--- src/hw/rtl/lbc_pkg.sv ---
// ----------------------------------------------------------------------------
// LRU block cache package
// Shared widths and default sizes for the LRU block cache lookup block.
// ----------------------------------------------------------------------------
`default_nettype none

package lbc_pkg;

    localparam int TAG_W        = 48;
    localparam int OCC_W        = 9;
    localparam int CNT_W        = 32;
    localparam int DEF_CAPACITY = 256;
    localparam int DEF_BUCKETS  = 256;
    localparam int HASH_DIGIT   = 8;
    localparam int HASH_STEPS   = TAG_W / HASH_DIGIT;

endpackage

`default_nettype wire

--- src/hw/rtl/lbc_ram.sv ---
// ----------------------------------------------------------------------------
// LRU block cache RAM
// Simple dual-port synchronous RAM with one write port and a registered read.
// ----------------------------------------------------------------------------
`default_nettype none

module lbc_ram
    import lbc_pkg::*;
#(
    parameter int WIDTH = 8,
    parameter int DEPTH = 2,
    parameter int AW    = (DEPTH > 1) ? $clog2(DEPTH) : 1
) (
    input  wire logic             i_clk,
    input  wire logic             i_we,
    input  wire logic [AW-1:0]    i_wa,
    input  wire logic [WIDTH-1:0] i_wd,
    input  wire logic [AW-1:0]    i_ra,
    output logic      [WIDTH-1:0] o_rd
);

    logic [WIDTH-1:0] r_mem [DEPTH];

    always_ff @(posedge i_clk) begin
        if (i_we) begin
            r_mem[i_wa] <= i_wd;
        end
        o_rd <= r_mem[i_ra];
    end

endmodule

`default_nettype wire

--- config.mk ---
export PLATFORM = sky130hd
export DESIGN_NAME = lbc_ram
export DESIGN_NICKNAME = d
export VERILOG_FILES = /design/src/hw/rtl/lbc_pkg.sv /design/src/hw/rtl/lbc_ram.sv
export SDC_FILE = /design/constraint.sdc
export NUM_CORES = 1
export LEC_CHECK = 0
export ABC_CLOCK_PERIOD_IN_PS = 2900
export BUFFER_PORTS_ARGS = -buffer_cell sky130_fd_sc_hd__buf_2
export CAP_MARGIN = 5
export CORE_ASPECT_RATIO = 0.8
export CORE_UTILIZATION = 24
export CTS_CLUSTER_DIAMETER = 120
export DETAILED_ROUTE_END_ITERATION = 10
export GPL_TIMING_DRIVEN = 0
export SYNTH_ARGS = -nofsm -noshare
export SYNTH_HDL_FRONTEND = slang
export SYNTH_SLANG_ARGS = --single-unit
--- constraint.sdc ---
create_clock -name i_clk -period 2.9 [get_ports i_clk]
set_clock_uncertainty 0.15 [all_clocks]
set_input_delay 0.87 -clock i_clk [delete_from_list [all_inputs] [get_ports i_clk]]
set_output_delay 0.87 -clock i_clk [all_outputs]
set_load 0.1 [all_outputs]
# After elaboration in Yosys (flattened, before gate mapping)
# Memory sizes are Yosys's and may differ from the RTL's. A register that Yosys moved wholly into a read port is not among the register bits.
# Index checks and enable logic that the tools add are counted.
dict set report classes {
  muxes 2
}
# cell count
set op_table {}
lappend op_table {{$mux W1} 2}
dict set report totals {
  ff_bits 0
  mem_bits_rw 16
  input_bits 12
  output_inout_bits 8
  elab_cells 3
  n_memories 1
}
# memory depth word_bits rd rd_clocked_by_memory_dff wr line
set memory_table {}
lappend memory_table {r_mem 2 8 1 1 1 lbc_ram.sv:22} ;# logic [WIDTH-1:0] r_mem [DEPTH];

# Longest topological paths before layout
dict set report depth {
  word_depth 2
  ltp_mapped 2
  ltp_nobuf 1
}

# Least setup slack after synthesis
# No wires, ideal clock.
dict set report synth_timing {
  path_kind {register -> output}
  startpoint {register o_rd[0], read port of r_mem}
  endpoint {output port o_rd[0]}
  arrival_ns 0.909
  required_ns 1.880
  setup_slack_ns 0.971
  stages_incl_launch_ff 1
  path_buffers 0
  path_cell_list {dfxtp_1}
}
# element line
set synth_rtl {}
lappend synth_rtl {{from (decl)} lbc_ram.sv:19} ;# output logic [WIDTH-1:0] o_rd
# No word-level cell between the ends.

# Worst setup path in the final report
dict set report layout_timing {
  startpoint {register o_rd[3], read port of r_mem}
  endpoint {output port o_rd[3]}
}
# No word-level cell between the ends.

==> run_results.csv <==
group,metric,value,unit
cts,path_clk_slew,70,ps
final_layout,antenna_cells,0,
cts,ctsHoldBuffers,0,
cts,ctsRootBufferMaster,"clkbuf_8",
pwr,leakage,0.3878,nW
cts,htree_levels,1,
die,start_util,25.24,%
worst_setup_path,cp_top_family,"buffers and inverters",
routing,dr.pass1.iters,3,
sta,finalHoldViolCount,0,
placed_design,place_ws,787.0,ps
final_layout,syn_to_final_growth,23.60,%
sta,final_max_slew_viol_count,0,
die,fp.dieW,65.92,µm
cts,cts_resized,0,
sta,period_share,69.16,%
worst_setup_path,path_buf_inv,1,
worst_setup_path,cp_cell_sequence,"buf_2",
worst_hold_path,hold_path_depth,1,
worst_setup_path,critPathKind,"reg2out",
worst_setup_path,crit_path_max_fanout,1,
routing,wirelength,983,µm
cts,cts.sinks,24,
worst_setup_path,cp-startpoint,"o_rd[3]",
global_route,antenna_found_initial,0,
die,core_area,3108,µm²
global_route,grt_use_total,6.191,%
sta,fmax,0.4986,GHz
global_route,grt_pass1_wl,1428,µm
sta,final.min_clock_period,2006,ps
worst_setup_path,crit_arrival,990,ps
worst_hold_path,hold_class,"reg2reg",
logic_synthesis,synth_warnings,0,
pwr,ir_worst_vdd,0.0001992,V
final_layout,regArea,640.6,µm²
worst_setup_path,r2r_slack,2010,ps
worst_setup_path,rr_endpoint,"o_rd[4]",
sta,setup_viol,0,
final_layout,fillers,319,
sta,grt_setup_unrepaired,"false",
cts,cts_tree,"built",
logic_synthesis,synthCells,35,
logic_synthesis,yosysSeqAreaShare,81.66,%
routing,wl_per_cell,10.13,µm
die,dieArea,3503,µm²
die,rows,18,
worst_setup_path,worst_setup_path_start_kind,"flop",
die,ioPinCount,20,
routing,drt_iter0_markers,3,
worst_setup_path,cp_num_cells,1,
placed_design,gp_congestion,0.5491,
pwr,powerDensity,728.3,nW/µm²
worst_setup_path,reg2reg_depth,1,
worst_setup_path,crit_required,1880,ps
cts,cts_buffers,3,
sta,fin_setup_tns,0,ps
routing,drt-vias-per-instance,3.598,
placed_design,io_buffers,18,
final_layout,post_route_cells_drive_above_1_share,52.63,%
cts,clk_latency,250,ps
logic_synthesis,syn_nets,47,
sta,setup_ws,894.4,ps
die,die_h,53.14,µm
global_route,grt_pass1_vias,303,
worst_hold_path,hp-start,"r_mem[1][3]",
status,status,"complete, no violations",
global_route,grt_max_degree,14,
worst_setup_path,r2r_start,"r_mem[0][4]",
logic_synthesis,ys_ff_latch,24,
sta,worstMarginPinSlew,708.1,ps
cts,post_cts_buffers,0,
flow_run,max-cap-violations,0,
worst_setup_path,max_stage_delay,420,ps
global_route,overflow,0,
worst_setup_path,endpoint_kind,"primary output",
worst_setup_path,crit_slowest_cell,"buf_2",
logic_synthesis,syn-cell-area,784.5,µm²
final_layout,nets,70,
routing,vias,349,
worst_setup_path,cp-endpoint,"o_rd[3]",
final_layout,multi_input_area,132.6,µm²
cts,clk_path_buf_depth,2,
routing,ant_nets,0,
routing,drc,0,
sta,maxSlewHeadroom,52.70,%
logic_synthesis,ys_types,6,
logic_synthesis,avgSynthCellArea,22.41,µm²
-- report_power, final --
group          leakage [nW]  switching [W]  internal (W)
combinational         0.147      0.0000916     0.0000282
sequential            0.218     0.00000535      0.000392
clock                0.0228      0.0000918     0.0000977
-- synth_stat cells, drive strengths merged --
cell | instances | area, µm²
nor2b | 1 | 6.260
edfxtp | 16 | 480.5
and2 | 1 | 6.260
mux2 | 8 | 120.1
dfxtp | 8 | 160.2
buf | 1 | 11.26
-- state kept, by name (all words and copies together), names as in the netlist --
| name | cells |
|---|---|
| r_mem | 16 |
| o_rd | 8 |
-- cells by family after synthesis --
group                  after synthesis  share of synthesized area [%]
flip-flops                          24                          81.66
AND/OR/NAND/NOR                      2                          1.596
buffers and inverters                1                          1.435
multiplexers                         8                          15.31
-- placed cells by master, fill, tap and decap left out --
master	synthesis	final
mux2_4	8	8
dfxtp_1	8	8
buf_6	1	1
clkbuf_1	0	1
edfxtp_1	16	16
nor2b_1	1	1
clkbuf_8	0	3
buf_2	0	18
and2_1	1	1
-- metal layers --
metal,routed length (µm),vias to the layer above,track usage (%)
li1,-,171,-
met1,404,161,6.551
met2,465,15,9.864
met3,106,2,4.741
met4,8,0,1.087
met5,0,-,0
-- worst min path at each step --
stage / to / slack (ps)
global route: o_rd[2] / 330
finish: o_rd[3] / 320
floorplan: o_rd[0] / 300
CTS: o_rd[3] / 330
global placement: o_rd[1] / 300
detailed placement: o_rd[3] / 310
-- stage by stage --
step	hold slack [ps]	area, µm²	std cells	total power [W]	util, %
after floorplan	302.3	784.5	35	0.0005039	-
after global placement	303.3	924.6	93	0.0005245	29.75
after detailed placement	309.1	924.6	93	0.0005262	29.75
after CTS	328.0	969.7	97	0.0007179	31.20
after global routing	329.9	969.7	97	0.0007347	31.20
final	324.5	969.7	97	0.0007063	31.20
-- area by class of cell --
type                       instances  share of cell area (%)
sequential                        24                   66.06
multi-input combinational         10                   13.68
timing repair buffer              18                   9.290
tap                               40                   5.161
clock buffer                       4                   4.645
buffer                             1                   1.161
No activity file was read; power rests on OpenSTA's default activity.
