$ cat src/hw/rtl/lbc_pkg.sv
// ----------------------------------------------------------------------------
// LRU block cache package
// Shared widths and default sizes for the LRU block cache lookup block.
// ----------------------------------------------------------------------------
`default_nettype none

package lbc_pkg;

    localparam int TAG_W        = 48;
    localparam int OCC_W        = 9;
    localparam int CNT_W        = 32;
    localparam int DEF_CAPACITY = 256;
    localparam int DEF_BUCKETS  = 256;
    localparam int HASH_DIGIT   = 8;
    localparam int HASH_STEPS   = TAG_W / HASH_DIGIT;

endpackage

`default_nettype wire

$ cat src/hw/rtl/lbc_hash.sv
// ----------------------------------------------------------------------------
// LRU block cache hash unit
// Reduces a block number modulo the bucket count, one byte per cycle when the
// bucket count is not a power of two, and by masking the low bits otherwise.
// ----------------------------------------------------------------------------
`default_nettype none

module lbc_hash
    import lbc_pkg::*;
#(
    parameter int BUCKETS = DEF_BUCKETS,
    parameter int BW      = (BUCKETS > 1) ? $clog2(BUCKETS) : 1
) (
    input  wire logic             i_clk,
    input  wire logic             i_rst_n,
    input  wire logic             i_start,
    input  wire logic [TAG_W-1:0] i_value,
    output logic                  o_done,
    output logic      [BW-1:0]    o_bucket
);

    localparam bit IS_POW2 = ((BUCKETS & (BUCKETS - 1)) == 0);

    logic r_done;

    assign o_done = r_done;

    if (IS_POW2) begin : g_mask
        logic [TAG_W-1:0] r_val;

        always_ff @(posedge i_clk) begin
            if (!i_rst_n) begin
                r_done <= 1'b0;
            end else begin
                r_done <= i_start;
            end
            if (i_start) begin
                r_val <= i_value;
            end
        end

        assign o_bucket = BW'(r_val & TAG_W'(BUCKETS - 1));
    end else begin : g_iter
        localparam int CW = (HASH_STEPS > 1) ? $clog2(HASH_STEPS) : 1;
        localparam logic [BW:0] MODV = (BW + 1)'(BUCKETS);

        logic [TAG_W-1:0] r_val;
        logic [BW-1:0]    r_rem;
        logic [BW-1:0]    n_rem;
        logic [CW-1:0]    r_cnt;
        logic             r_run;

        always_comb begin
            logic [BW:0] t;
            t = '0;
            n_rem = r_rem;
            for (int b = 0; b < HASH_DIGIT; b++) begin
                t = {n_rem, r_val[TAG_W-1-b]};
                if (t >= MODV) begin
                    t = t - MODV;
                end
                n_rem = t[BW-1:0];
            end
        end

        always_ff @(posedge i_clk) begin
            if (!i_rst_n) begin
                r_run  <= 1'b0;
                r_done <= 1'b0;
                r_cnt  <= '0;
            end else begin
                r_done <= 1'b0;
                if (i_start) begin
                    r_run <= 1'b1;
                    r_cnt <= '0;
                end else if (r_run) begin
                    r_cnt <= r_cnt + 1'b1;
                    if (r_cnt == CW'(HASH_STEPS - 1)) begin
                        r_run  <= 1'b0;
                        r_done <= 1'b1;
                    end
                end
            end
            if (i_start) begin
                r_val <= i_value;
                r_rem <= '0;
            end else if (r_run) begin
                r_val <= r_val << HASH_DIGIT;
                r_rem <= n_rem;
            end
        end

        assign o_bucket = r_rem;
    end

endmodule

`default_nettype wire

$ cat config.mk
export PLATFORM = sky130hd
export DESIGN_NAME = lbc_hash
export DESIGN_NICKNAME = d
export VERILOG_FILES = /design/src/hw/rtl/lbc_pkg.sv /design/src/hw/rtl/lbc_hash.sv
export SDC_FILE = /design/constraint.sdc
export NUM_CORES = 1
export LEC_CHECK = 0
export BUFFER_PORTS_ARGS = -buffer_cell sky130_fd_sc_hd__buf_2
export CAP_MARGIN = 20
export CORE_AREA = 2 2 39 41
export CTS_BUF_LIST = sky130_fd_sc_hd__clkbuf_8
export CTS_CLUSTER_DIAMETER = 100
export DETAILED_ROUTE_END_ITERATION = 7
export DIE_AREA = 0 0 41 43
export PLACE_DENSITY = 0.71
export SYNTH_ARGS = -nofsm -noshare
export SYNTH_HDL_FRONTEND = slang
export SYNTH_SLANG_ARGS = --single-unit
export TNS_END_PERCENT = 50
$ cat constraint.sdc
create_clock -name i_clk -period 0.8 [get_ports i_clk]
set_input_delay 0.12 -clock i_clk [delete_from_list [all_inputs] [get_ports i_clk]]
set_output_delay 0.12 -clock i_clk [all_outputs]
set_load 0.005 [all_outputs]
## Word-level counts from Yosys, hierarchy flattened

Index checks and enable logic that the tools add are counted.

| storage, ports and cells | value |
|---|---|
| register bits after elaboration | 9 |
| input port bits | 51 |
| output and inout port bits | 9 |
| word-level logic and storage cells | 2 |

## Longest topological paths before layout

Gate-level depths: netlist of run 1.

| logic depth | value |
|---|---|
| word-level depth | 0 |
| mapped depth | 1 |
| mapped depth without buffers | 1 |

## Least setup slack after synthesis of run 1

Ideal clock, no wire load.

| timing | value |
|---|---|
| path type | register to output |
| from | register g_mask.r_val[0] |
| to | output port o_bucket[0] |
| arrival time | 0.355 ns |
| data required time | 0.680 ns |
| slack | 0.325 ns |
| cell stages (with the launch flop) | 1 |
| buffers on the path | 0 |
| cell sequence | edfxtp_1 |

RTL lines:

| item | line | RTL |
|---|---|---|
| start, declared | lbc_hash.sv:29 | `logic [TAG_W-1:0] r_val;` |
| start signal, assigned | lbc_hash.sv:38 | `r_val <= i_value;` |
| end, declared | lbc_hash.sv:19 | `output logic [BW-1:0] o_bucket` |

No word-level cell between the ends.

## Worst setup path after layout of run 1

| timing | value |
|---|---|
| from | register g_mask.r_val[0] |
| to | output port o_bucket[0] |

No word-level cell between the ends.

==> run summary, run 1 <==
Status = complete, but fails checks
Failing checks = setup timing
Dpl ws = 168.4 ps
Unrepaired setup endpoints after global routing = true
Synthesis Warnings = 0
Worst rel slew slack = 0.8741
Drt pass-1 iters = 1
FMAX = 1174 MHz
Post-route DRC violation count = 0
Synth Area in XOR/XNOR = 0
Io pins = 60
Overall power = 1128 uW
Endpoints failing setup = 8
Simple-gate share of the synthesized area = 0.02347
Final hold violations = 0
MaxCap Viol Count = 0
Synth cell types = 3
Grt ovf = 0
Leakage = 0.0001918 uW
Gpl congestion = 0.6273
Max IR drop VDD = 916.7 uV
Worst-Margin Slew = 188.9 ps
Total CTS buffers = 3
Yosys top cell by area = edfxtp_1
Post-synthesis adder-cell area fraction = 0
Largest net degree at the start of global routing = 10
Synth Area in Compound Gates = 0
Core Area = 1384 um2
Cell Area, Synth = 266.5 um2
Main combinational cell family by area after synthesis = simple AND/OR/NAND/NOR gates
Via count = 174
Clock slew at reported path FFs = 40 ps
Mean Syn Cell Area = 26.65 um2
Crit start category = flop
Share of the synthesized area in the top cell type = 0.9014
Worst Path Arrival = 730 ps
Setup CP Type = reg -> out
ANT cells = 0
Mapped Cells = 10
Seq cells post-synth = 9
Initial Util = 0.1926
Post-layout min period = 851.9 ps
Drt wl/cell = 11.22 um
Part of the cycle the worst path needs = 1.065
Crit Path Max Fanout = 1
Post-CTS setup buffer count = 0
Initial antenna violation count = 0
Number of global-route vias before repair = 185
Max incr delay on CP = 370 ps
Top delay family on crit path = flip-flops
Final WS setup = -51.92 ps
I/O Buffers = 19
Fraction of layout cells with a size suffix above 1 = 0.6667
Clock tree sinks = 9
Root Driver = clkbuf_8
Power Dens Cells = 2645 nW/um2
Die height = 43 um
Vias per std cell = 3.551
Syn Nets = 61
Post-DRT Antenna Nets = 0
Final core utilization = 0.3083
Die ar. = 1763 um2
Crit path max-delay cell type = edfxtp_1
Nets = 85
CP Launch Point = g_mask.r_val[0]
Critical path depth in cells = 1
Cell breakdown of the critical path = buf_2
Hold Crit Class = in -> reg
Row cnt = 14
Clk buf depth = 2
Hold slack = 66.77 ps
Setup tns final = -306.2 ps
Sequential fraction of the synthesis area = 0.9765
Ranking of synthesized cells by area = edfxtp_1, dfxtp_1, and2_1
Hold-fix buffers, CTS = 0
Critical Path Sink = o_bucket[0]
Mux cell area share after synthesis = 0
Chip width = 41 um
WP data required = 680 ps
GRT Overall Usage = 0.07441
Total Wirelength = 550 um
CTS tree = built
Worst Setup End Kind = output port
Buf/Inv on CP = 1
H-tree depth = 1
Initial DRC Count = 0
Global-route wire length before repair = 772 um
Final slew viol count = 0
P&R area growth vs syn = 60.09%
-- synth_stat cells, drive strengths merged --
cell type	instances
and2	1
edfxtp	8
dfxtp	1
-- registers in the layout, indices dropped and copies added, names as in the netlist --
name          cells
g_mask.r_val      8
o_done            1
-- how the worst min path moves through the flow --
stage                                 end  cells after the start  slack (ps)  startpoint
final                     g_mask.r_val[3]                      1          70  i_value[3]
after global routing      g_mask.r_val[0]                      1          60  i_value[0]
after CTS                 g_mask.r_val[0]                      1          60  i_value[0]
after detailed placement  g_mask.r_val[0]                      1         300  i_value[0]
after global placement    g_mask.r_val[5]                      1         300  i_value[5]
after floorplan           g_mask.r_val[0]                      0         220  i_value[0]
-- metal layers --
layer | vias up | track usage | wire (um)
met5 | - | 0 | 0
met4 | 0 | 0.08000 | 0
met3 | 0 | 0.03665 | 98
met2 | 20 | 0.07500 | 189
met1 | 71 | 0.1014 | 262
li1 | 83 | - | -
-- placed cells by master, fill, tap and decap left out, drive strengths merged --
master / n
edfxtp: 8
inv: 1
buf: 19
dfxtp: 1
and2: 1
clkbuf: 3
-- cell type report --
cell class,count,area (um2)
fill,144,957.2
sequential,9,260.3
timing repair buffer,19,95.09
clock buffer,3,41.29
tap,16,20.02
multi-input combinational,1,6.256
clock inverter,1,3.754
-- power by group --
part	switching, uW	internal (uW)
clock network	161	332
logic	33.1	39.8
registers	8.73	553
total	203	925
-- cells by family (layout without fill, tap and decap cells) --
family,after synthesis,count (layout)
buf+inv,0,23
flops,9,9
simple gates,1,1
-- through the flow --
stage                     instances  area [um2]
after detailed placement         45       381.6
after floorplan                  10       266.5
after CTS                        49       426.7
after global routing             49       426.7
after global placement           45       381.6
final                            49       426.7
-- timing repair --
item                       CTS  global route
gates resized for setup      0             0
setup endpoints to repair    8             8
pin swaps                    0             0
No activity file was read; power rests on OpenSTA's default activity.
==> run 2: changes to the inputs <==
- BUFFER_PORTS_ARGS: -buffer_cell sky130_fd_sc_hd__buf_2 -> default
- CTS_BUF_LIST: sky130_fd_sc_hd__clkbuf_8 -> sky130_fd_sc_hd__clkbuf_16
- DONT_BUFFER_PORTS: default -> 1
- PLACE_DENSITY: 0.71 -> default
- clock period: 0.8 -> 0.85 ns (I/O delays scaled with it)
==> run summary, run 2 (same netlist as run 1, synthesis figures left out) <==
Part of the cycle the worst path needs = 0.8930
Die ar. = 1763 um2 (unchanged)
Crit start category = flop
MaxCap Viol Count = 0 (unchanged)
Initial antenna violation count = 0 (unchanged)
Hold slack = 8.440 ps (-58.33 ps)
Global-route wire length before repair = 676 um (-12%)
Clock slew at reported path FFs = 40 ps (about the same)
Root Driver = clkbuf_16
P&R area growth vs syn = 67.14%
Total Wirelength = 501 um (-8.9%)
Clk buf depth = 2 (unchanged)
Worst Path Arrival = 630 ps (-100 ps)
I/O Buffers = 0 (-19)
Register share of total power = 0.398 (-0.100)
ANT cells = 0 (unchanged)
Drt pass-1 iters = 2 (+1)
Max IR drop VDD = 1230 uV (+34%)
Post-route DRC violation count = 0 (unchanged)
Dpl ws = 327.7 ps (+159.4 ps)
Fraction of layout cells with a size suffix above 1 = 0.1364 (-0.5303)
Grt ovf = 0 (unchanged)
Setup tns final = 0 ps (+306.2 ps)
Clock tree sinks = 9 (unchanged)
Row cnt = 14 (unchanged)
CTS tree = built
Gpl congestion = 0.5631 (-10%)
Crit Path Max Fanout = 1 (unchanged)
Leakage = 0.0001650 uW (-14%)
Chip width = 41 um (unchanged)
Worst-Margin Slew = 106.0 ps (-82.91 ps)
Total CTS buffers = 3 (unchanged)
WP data required = 720 ps (+40 ps)
Final WS setup = 90.94 ps (+142.9 ps)
Hold Crit Class = in -> reg
Cts repair resizes = 0 (unchanged)
Comb pwr share = 0.023 (-0.042)
Cell internal pwr = 1160 uW (+25%)
Switching Share = 0.1459 (-0.03407)
Io pins = 60 (unchanged)
Reg with most FFs = g_mask.r_val
Setup CP Type = reg -> out
Nets = 74 (-13%)
Power Dens Cells = 3049 nW/um2 (+15%)
Core Area = 1384 um2 (unchanged)
Endpoints failing setup = 0 (-8)
Vias per std cell = 3.632 (+2.3%)
Most frequent cells in the layout = edfxtp_1, dlygate4sd3_1, clkbuf_16
Switching power = 198.1 uW (-2.4%)
Via count = 138 (-21%)
Final hold violations = 0 (unchanged)
H-tree depth = 1 (unchanged)
Final slew viol count = 0 (unchanged)
Post-layout min period = 759.1 ps
Post-CTS setup buffer count = 0 (unchanged)
GRT Overall Usage = 0.07179 (-0.002624)
Clock power frac = 0.580 (+0.142)
Status = completed
FMAX = 1317 MHz
Largest register FFs = 8 (unchanged)
Drt wl/cell = 13.18 um (+17%)
Largest net degree at the start of global routing = 10 (unchanged)
Post-DRT Antenna Nets = 0 (unchanged)
Hold-fix buffers, CTS = 8 (+8)
Initial DRC Count = 2 (+2)
Unrepaired setup endpoints after global routing = false
Worst Setup End Kind = output port
Die height = 43 um (unchanged)
Number of global-route vias before repair = 162 (-12%)
Worst rel slew slack = 0.9295 (+0.05542)
Initial Util = 0.1926 (unchanged)
[run 2: worst paths after layout]
kind | start | end | slack, ps | cells after the start
max | g_mask.r_val[3] | o_bucket[3] | 90 | 0
min | i_start | g_mask.r_val[7] | 8 | 0
[run 2: per-layer routing]
metal | share of wire | global-route usage | wire length, um | up-vias
met5 | 0 | 0 | 0 | -
met4 | 0 | 0.08000 | 0 | 0
met3 | 0.19 | 0.05759 | 93 | 0
met2 | 0.40 | 0.09375 | 201 | 21
met1 | 0.41 | 0.05921 | 206 | 56
li1 | - | - | - | 61
[run 2: metrics by stage]
step	power [uW]	util	std cells	area, um2
2_1_floorplan	542.8	-	10	266.5
3_3_place_gp	546.6	0.2071	26	286.5
3_5_place_dp	549.2	0.2071	26	286.5
4_1_cts	1386	0.3219	38	445.4
5_1_grt	1426	0.3219	38	445.4
6_report	1358	0.3219	38	445.4
[run 2: power by group through the flow]
stage	Combinational, uW	Sequential [uW]	Clock, uW
2_1_floorplan	1.51	541	0
3_3_place_gp	1.63	545	0
3_5_place_dp	1.73	547	0
4_1_cts	31.5	541	814
5_1_grt	33.9	547	845
6_report	30.9	540	787
[run 2: final cells by class]
class | instances | area [um2]
tap | 16 | 20.02
fill | 138 | 938.4
timing repair buffer | 8 | 80.08
clock buffer | 3 | 75.07
clock inverter | 1 | 3.754
sequential | 9 | 260.3
multi-input combinational | 1 | 6.256
